**src/sqe_pkg.sv**
```systemverilog
`timescale 1ns / 1ps
`default_nettype none
// ----------------------------------------------------------------------------
// sqe_pkg
// Shared widths, command and status codes, and the cell operation type for
// the stack/queue engine.
// ----------------------------------------------------------------------------
package sqe_pkg;

	localparam int DEPTH  = 32;
	localparam int DATA_W = 32;
	localparam int CNT_W  = $clog2(DEPTH + 1);

	typedef logic signed [DATA_W-1:0] data_t;

	typedef enum logic [2:0] {
		FN_PUSH = 3'd0,
		FN_DUMP = 3'd1,
		FN_PEEK = 3'd2,
		FN_POP  = 3'd3,
		FN_SWAP = 3'd4
	} func_t;

	typedef enum logic [2:0] {
		STS_OK          = 3'd0,
		STS_NOARG       = 3'd1,
		STS_PEEK_EMPTY  = 3'd2,
		STS_POP_EMPTY   = 3'd3,
		STS_SWAP_SHORT  = 3'd4,
		STS_FULL        = 3'd5
	} status_t;

	// What a cell loads on the next clock edge.
	typedef enum logic [2:0] {
		CELL_HOLD,
		CELL_LOAD,
		CELL_FROM_ABOVE,
		CELL_FROM_BELOW,
		CELL_FROM_TOP
	} cell_op_t;

endpackage
`default_nettype wire

```
**src/sqe_cell.sv**
```systemverilog
`timescale 1ns / 1ps
`default_nettype none
// ----------------------------------------------------------------------------
// sqe_cell
// One storage cell of the entry row; loads a new, neighbor's or top value.
// ----------------------------------------------------------------------------
module sqe_cell
	import sqe_pkg::*;
(
	input  wire logic     clk,
	input  wire cell_op_t op,
	input  wire data_t    new_val,
	input  wire data_t    above_val,
	input  wire data_t    below_val,
	input  wire data_t    top_val,
	output data_t         val
);

	data_t val_q;

	always_ff @(posedge clk) begin
		unique case (op)
			CELL_LOAD:       val_q <= new_val;
			CELL_FROM_ABOVE: val_q <= above_val;
			CELL_FROM_BELOW: val_q <= below_val;
			CELL_FROM_TOP:   val_q <= top_val;
			default:         val_q <= val_q;
		endcase
	end

	assign val = val_q;

endmodule
`default_nettype wire

```
**src/stack_queue_engine_core.sv**
```systemverilog
`timescale 1ns / 1ps
`default_nettype none
// ----------------------------------------------------------------------------
// stack_queue_engine_core
// Bounded stack/queue of signed 32-bit entries held in a row of shift cells.
// ----------------------------------------------------------------------------
// Entries live in a row of DEPTH cells with the top entry always in cell 0.
// Push, pop, peek, swap and undefined commands give one result each; a new
// command is taken every cycle as long as the result register is drained. A
// dump of n held entries gives n results: the held part of the row rotates
// by one cell per cycle while results drain, each entry being read as it
// reaches cell 0, and after the last step the row is back in its original
// order. No command is taken during a dump. An empty dump gives a single
// result with has_data low. queue_mode may be written only while idle.
// ----------------------------------------------------------------------------
module stack_queue_engine_core
	import sqe_pkg::*;
(
	input  wire logic        clk,
	input  wire logic        arst_n,
	input  wire logic        cfg_wr_en,
	input  wire logic        cfg_wr_data,   // queue_mode
	input  wire logic        s_tvalid,
	output logic             s_tready,
	input  wire logic [31:0] s_tdata,       // [31:0] push_value
	input  wire logic [3:0]  s_tuser,       // [2:0] func, [3] arg_ok
	output logic             m_tvalid,
	input  wire logic        m_tready,
	output logic [31:0]      m_tdata,       // [31:0] data
	output logic [3:0]       m_tuser,       // [0] has_data, [3:1] status
	output logic             m_tlast
);

	typedef enum logic {ST_IDLE, ST_DUMP} state_t;

	state_t           state_q, state_d;
	logic [CNT_W-1:0] fill_q, fill_d;
	logic [CNT_W-1:0] rem_q, rem_d;
	logic             mode_q;

	logic             out_vld_q;
	data_t            out_data_q, out_data_d;
	logic             out_has_q, out_has_d;
	status_t          out_sts_q, out_sts_d;
	logic             out_last_q, out_last_d;
	logic             out_load;

	logic             out_free, acc, dump_step;
	logic             push_go, pop_go, swap_go, rot_go;
	func_t            func;
	data_t            push_val;
	logic [CNT_W-1:0] bottom_idx;

	data_t            cell_val [DEPTH];
	cell_op_t         cell_op  [DEPTH];

	assign func     = func_t'(s_tuser[2:0]);
	assign push_val = data_t'(s_tdata);

	assign out_free  = !out_vld_q || m_tready;
	assign s_tready  = (state_q == ST_IDLE) && out_free;
	assign acc       = s_tvalid && s_tready;
	assign dump_step = (state_q == ST_DUMP) && out_free;

	assign bottom_idx = fill_q - CNT_W'(1);

	always_comb begin
		state_d    = state_q;
		fill_d     = fill_q;
		rem_d      = rem_q;
		out_load   = 1'b0;
		out_data_d = '0;
		out_has_d  = 1'b0;
		out_sts_d  = STS_OK;
		out_last_d = 1'b1;
		push_go    = 1'b0;
		pop_go     = 1'b0;
		swap_go    = 1'b0;
		rot_go     = 1'b0;
		if (acc) begin
			out_load = 1'b1;
			unique case (func)
				FN_PUSH: begin
					if (!s_tuser[3]) begin
						out_sts_d = STS_NOARG;
					end else if (fill_q == CNT_W'(DEPTH)) begin
						out_sts_d = STS_FULL;
					end else begin
						push_go = 1'b1;
						fill_d  = fill_q + CNT_W'(1);
					end
				end
				FN_DUMP: begin
					if (fill_q != '0) begin
						rot_go     = 1'b1;
						out_data_d = cell_val[0];
						out_has_d  = 1'b1;
						out_last_d = (fill_q == CNT_W'(1));
						if (fill_q != CNT_W'(1)) begin
							state_d = ST_DUMP;
							rem_d   = bottom_idx;
						end
					end
				end
				FN_PEEK: begin
					if (fill_q == '0) begin
						out_sts_d = STS_PEEK_EMPTY;
					end else begin
						out_data_d = cell_val[0];
						out_has_d  = 1'b1;
					end
				end
				FN_POP: begin
					if (fill_q == '0) begin
						out_sts_d = STS_POP_EMPTY;
					end else begin
						pop_go = 1'b1;
						fill_d = bottom_idx;
					end
				end
				FN_SWAP: begin
					if (fill_q < CNT_W'(2)) begin
						out_sts_d = STS_SWAP_SHORT;
					end else begin
						swap_go = 1'b1;
					end
				end
				default: begin
					// undefined command: plain ok result
				end
			endcase
		end else if (dump_step) begin
			out_load   = 1'b1;
			rot_go     = 1'b1;
			out_data_d = cell_val[0];
			out_has_d  = 1'b1;
			out_last_d = (rem_q == CNT_W'(1));
			rem_d      = rem_q - CNT_W'(1);
			if (rem_q == CNT_W'(1)) begin
				state_d = ST_IDLE;
			end
		end
	end

	// Per-cell operation; the rotation closes the loop at the bottom held cell.
	always_comb begin
		for (int i = 0; i < DEPTH; i++) begin
			cell_op[i] = CELL_HOLD;
			priority if (push_go && !mode_q) begin
				cell_op[i] = (i == 0) ? CELL_LOAD : CELL_FROM_ABOVE;
			end else if (push_go) begin
				if (fill_q == CNT_W'(i)) begin
					cell_op[i] = CELL_LOAD;
				end
			end else if (pop_go) begin
				cell_op[i] = CELL_FROM_BELOW;
			end else if (swap_go) begin
				if (i == 0) begin
					cell_op[i] = CELL_FROM_BELOW;
				end else if (i == 1) begin
					cell_op[i] = CELL_FROM_ABOVE;
				end
			end else if (rot_go) begin
				cell_op[i] = (bottom_idx == CNT_W'(i)) ? CELL_FROM_TOP : CELL_FROM_BELOW;
			end else begin
				cell_op[i] = CELL_HOLD;
			end
		end
	end

	for (genvar g = 0; g < DEPTH; g++) begin : g_cell
		data_t above, below;
		if (g == 0) begin : g_first
			assign above = '0;
		end else begin : g_mid_a
			assign above = cell_val[g-1];
		end
		if (g == DEPTH - 1) begin : g_last
			assign below = '0;
		end else begin : g_mid_b
			assign below = cell_val[g+1];
		end
		sqe_cell u_cell (
			.clk       (clk),
			.op        (cell_op[g]),
			.new_val   (push_val),
			.above_val (above),
			.below_val (below),
			.top_val   (cell_val[0]),
			.val       (cell_val[g])
		);
	end

	always_ff @(posedge clk or negedge arst_n) begin
		if (!arst_n) begin
			state_q    <= ST_IDLE;
			fill_q     <= '0;
			rem_q      <= '0;
			mode_q     <= 1'b0;
			out_vld_q  <= 1'b0;
			out_data_q <= '0;
			out_has_q  <= 1'b0;
			out_sts_q  <= STS_OK;
			out_last_q <= 1'b0;
		end else begin
			state_q <= state_d;
			fill_q  <= fill_d;
			rem_q   <= rem_d;
			if (cfg_wr_en) begin
				mode_q <= cfg_wr_data;
			end
			if (out_load) begin
				out_vld_q <= 1'b1;
			end else if (m_tready) begin
				out_vld_q <= 1'b0;
			end
			// Result payload: hold until the transaction completes.
			if (out_load) begin
				out_data_q <= out_data_d;
				out_has_q  <= out_has_d;
				out_sts_q  <= out_sts_d;
				out_last_q <= out_last_d;
			end
		end
	end

	assign m_tvalid = out_vld_q;
	assign m_tdata  = out_data_q;
	assign m_tuser  = {out_sts_q, out_has_q};
	assign m_tlast  = out_last_q;

endmodule
`default_nettype wire

```
**config.mk**
```make
export PLATFORM = sky130hd
export DESIGN_NAME = stack_queue_engine_core
export DESIGN_NICKNAME = d
export VERILOG_FILES = /design/src/sqe_pkg.sv /design/src/sqe_cell.sv /design/src/stack_queue_engine_core.sv
export SDC_FILE = /design/constraint.sdc
export NUM_CORES = 2
export LEC_CHECK = 0
export BUFFER_PORTS_ARGS = -buffer_cell sky130_fd_sc_hd__buf_2
export CAP_MARGIN = 0
export CORE_MARGIN = 5
export CORE_UTILIZATION = 47
export DETAILED_ROUTE_END_ITERATION = 7
export GPL_ROUTABILITY_DRIVEN = 0
export PLACE_DENSITY = 0.71
export SLEW_MARGIN = 5
export SYNTH_ARGS = -nofsm -noshare
export SYNTH_HDL_FRONTEND = slang
export SYNTH_HIERARCHICAL = 1
export SYNTH_SLANG_ARGS = --single-unit
```
**constraint.sdc**
```tcl
create_clock -name clk -period 5.1 [get_ports clk]
set_input_delay 1.02 -clock clk [delete_from_list [all_inputs] [get_ports clk]]
set_output_delay 1.02 -clock clk [all_outputs]
set_load 0.1 [all_outputs]
```
==> flow_summary.json <==
{
  "outcome": "complete, but fails checks",
  "violations": "design-rule violations",
  "netlist_area_um2": 64700,
  "coreArea_um2": 137200,
  "fillCellCount": 11480,
  "wl_per_cell_um": 25.52,
  "cts_tree": "done",
  "cts.hold.buffers_added": 0,
  "htreeDepth": 3,
  "setup_violations": 0,
  "dp_hpwl_um": 126000,
  "setup_slack_ns": 0.7222,
  "cts_root_buf": "clkbuf_16",
  "reg2reg_to": "g_cell[1].u_cell/val[6]$_DFFE_PP_",
  "peakVddDrop_mv": 0.6072,
  "nets": 5161,
  "critPathMaxFanout": 32,
  "worst_pin_slew_ns": 1.073,
  "area_delta_synth_final_pct": 7.793,
  "antenna_found_initial": 0,
  "synthCells": 5167,
  "ys.flop_type": "edfxtp_1",
  "synth_cell_type_count": 63,
  "drt-total-wl_um": 178600,
  "synthArstFlopShare": 0.04833,
  "slowest_delay_ns": 0.55,
  "die_y_um": 381.0,
  "maxCapViolCount": 0,
  "grt_max_degree": 53,
  "synthDominantCellAreaShare": 0.4752,
  "drive_above_1_share": 0.1115,
  "drc": 22,
  "relSlewSlack": 0.2815,
  "finalMaxSlewViolations": 0,
  "crit_slowest_cell": "dfrtp_1",
  "diodes": 0,
  "reg2regPathDepth": 11,
  "hp-class": "primary input to asynchronous set/reset pin",
  "die_w_um": 381.0,
  "ys_seq_area_frac": 0.4953,
  "worst-path-buf-inv": 3,
  "drtIter0Drc": 4812,
  "arrival_ns": 4.84,
  "clock_skew_ns": 0.03031,
  "cts_resized": 0,
  "crit_family": "compound AO/OA/AOI/OAI gates",
  "place_area_um2": 66190,
  "pre_cts_ws_ns": 0.7835,
  "path_depth": 11,
  "timing.rr.start": "fill_q[0]$_DFFE_PN0P_",
  "top_usage_layer": "met2",
  "fin_cells": 6996,
  "crit_path_start_kind": "register",
  "rsz0062_at_grt": "false",
  "die-area_um2": 145200,
  "cts.sinks": 1076,
  "globalRouteMet2Util": 0.3871,
  "ios": 81,
  "fin_crit_sh": 0.8584,
  "grt_usage": 0.2358,
  "synth_area_leaders": "edfxtp_1 48%, o221a_1 18%, mux2i_1 16%",
  "final_hold_viol_count": 0,
  "grtUsageMet1": 0.3308,
  "critPathKind": "register to register",
  "path_clk_slew_ns": 0.06,
  "initial_utilization": 0.4718,
  "synth-edff-count": 1024,
  "grt_pass1_vias": 45320,
  "leakage_nw": 22.83,
  "grt_overflow": 0,
  "clockBufferDepth": 3,
  "first_pass_iters": 8,
  "grt_pass1_wl_um": 276900,
  "yosysTopAreaCell": "edfxtp_1",
  "p_per_area_nw_per_um2": 713.2,
  "finalSetupTns_ns": 0,
  "num_vias": 46300,
  "ant_nets": 0,
  "vias_per_cell": 6.618,
  "placedCellCount": 6789,
  "crit_chain": "inv_1 > ha_1 > and3_1 > o41ai_4 > buf_4 > o21ai_0 > o211ai_1 > nor2b_2 > buf_4 > nand2_1 > o221a_1",
  "clock_latency_ns": 0.74,
  "max_freq_ghz": 0.2284,
  "fp-row-count": 136,
  "end_kind": "register",
  "grt_util_met3": 0.03688,
  "period_needed_ns": 4.378,
  "syn_area_per_cell_um2": 12.52,
  "crit_top_cell": "buf_4",
  "yosysWarnings": 6,
  "io_buffer_count": 80,
  "fin_area_um2": 69750,
  "cts_made_buffers": 114,
  "cp.required_ns": 5.56,
  "post_cts_buffers": 0,
  "ys_ff_latch": 1076,
  "ff2ff_setup_slack_ns": 0.72
}
cells in the mapped netlist, types with 38 or more instances:
cell type / n
o221a_1: 1024
o21ai_0: 47
nor2_1: 52
mux2i_1: 1025
buf_6: 131
nand2_1: 1131
edfxtp_1: 1024
nor2b_1: 38
clkbuf_1: 51
buf_1: 64
xnor2_1: 39
clkbuf_4: 64
buf_2: 141
dfrtp_1: 52
worst reg2reg max path: stages (launching register included):
cell	delay [ns]
dfrtp_1	0.55
inv_1	0.17
ha_1	0.43
and3_1	0.37
o41ai_4	0.51
buf_4	0.39
o21ai_0	0.25
o211ai_1	0.39
nor2b_2	0.31
buf_4	0.42
nand2_1	0.16
o221a_1	0.16
cell type report:
class / count / area (um^2) / share of cell area
timing repair buffer: 255 / 1902 / 0.02727
tap: 1794 / 2245 / 0.03218
clock inverter: 53 / 422.9 / 0.006063
clock buffer: 154 / 3136 / 0.04496
inverter: 6 / 22.52 / 0.0003229
sequential: 1076 / 32050 / 0.4595
multi-input combinational: 3658 / 29970 / 0.4297
logic make-up (layout without fill, tap and decap cells):
logic type / Yosys count / in the layout / synth area share
AND/OR/NAND/NOR: 1322 / 1322 / 0.08481
AO/OA/AOI/OAI: 1193 / 1193 / 0.2008
flip-flops: 1076 / 1076 / 0.4953
multiplexers: 1027 / 1027 / 0.1589
buffers and inverters: 496 / 468 / 0.05256
XOR/XNOR: 44 / 44 / 0.005956
adder cells (fa/ha/maj): 8 / 8 / 0.001547
other: 1 / 64 / 0.00005796
power by group:
| part | switching [mW] | total, mW | internal, mW |
|---|---|---|---|
| sequential | 3.05 | 19.6 | 16.6 |
| clock | 3.58 | 8.13 | 4.55 |
| combinational | 13.7 | 22.0 | 8.30 |
how the worst max path moves through the flow:
| stage | start | slack, ns | end |
|---|---|---|---|
| finish | fill_q[0]$_DFFE_PN0P_ | 0.72 | g_cell[1].u_cell/val[6]$_DFFE_PP_ |
| global route | fill_q[0]$_DFFE_PN0P_ | 0.63 | g_cell[1].u_cell/val[6]$_DFFE_PP_ |
| CTS | fill_q[0]$_DFFE_PN0P_ | 0.85 | g_cell[1].u_cell/val[6]$_DFFE_PP_ |
| detailed placement | s_tuser[1] | 0.78 | g_cell[1].u_cell/val[6]$_DFFE_PP_ |
| global placement | s_tuser[1] | 0.87 | g_cell[1].u_cell/val[24]$_DFFE_PP_ |
| floorplan | s_tuser[1] | 0.27 | g_cell[31].u_cell/val[0]$_DFFE_PP_ |
layer usage:
metal / vias up / wire [um]
li1: 20490 / -
met1: 23250 / 77520
met2: 2265 / 83070
met3: 292 / 14320
met4: 2 / 3546
met5: - / 89
stage by stage:
step | power (mW) | hold WS (ns) | util
floorplan | 35.69 | 0.4508 | -
global placement | 40.32 | 0.4571 | 0.4826
detailed placement | 41.40 | 0.4682 | 0.4826
CTS | 49.59 | 0.4342 | 0.5085
global route | 52.26 | 0.5021 | 0.5085
finish | 49.74 | 0.4510 | 0.5085
state kept, by name, summed over array words and instances, names as in the netlist, 3 cells and up:
| name | count |
|---|---|
| fill_q | 6 |
| g_cell.u_cell/val | 1024 |
| m_tdata | 32 |
| out_sts_q | 3 |
| rem_q | 6 |
placed cells by master (no fill, tap or decap), types with 33 or more instances in the layout:
cell type and n:
nand2_1 1131, mux2i_1 1025, o221a_1 1024, edfxtp_1 1024
buf_4 160, clkbuf_16 116, buf_2 80, conb_1 64
nor2_1 52, dfrtp_1 52, o21ai_0 42, a22o_1 33
Power figures use the tool's default switching activity.
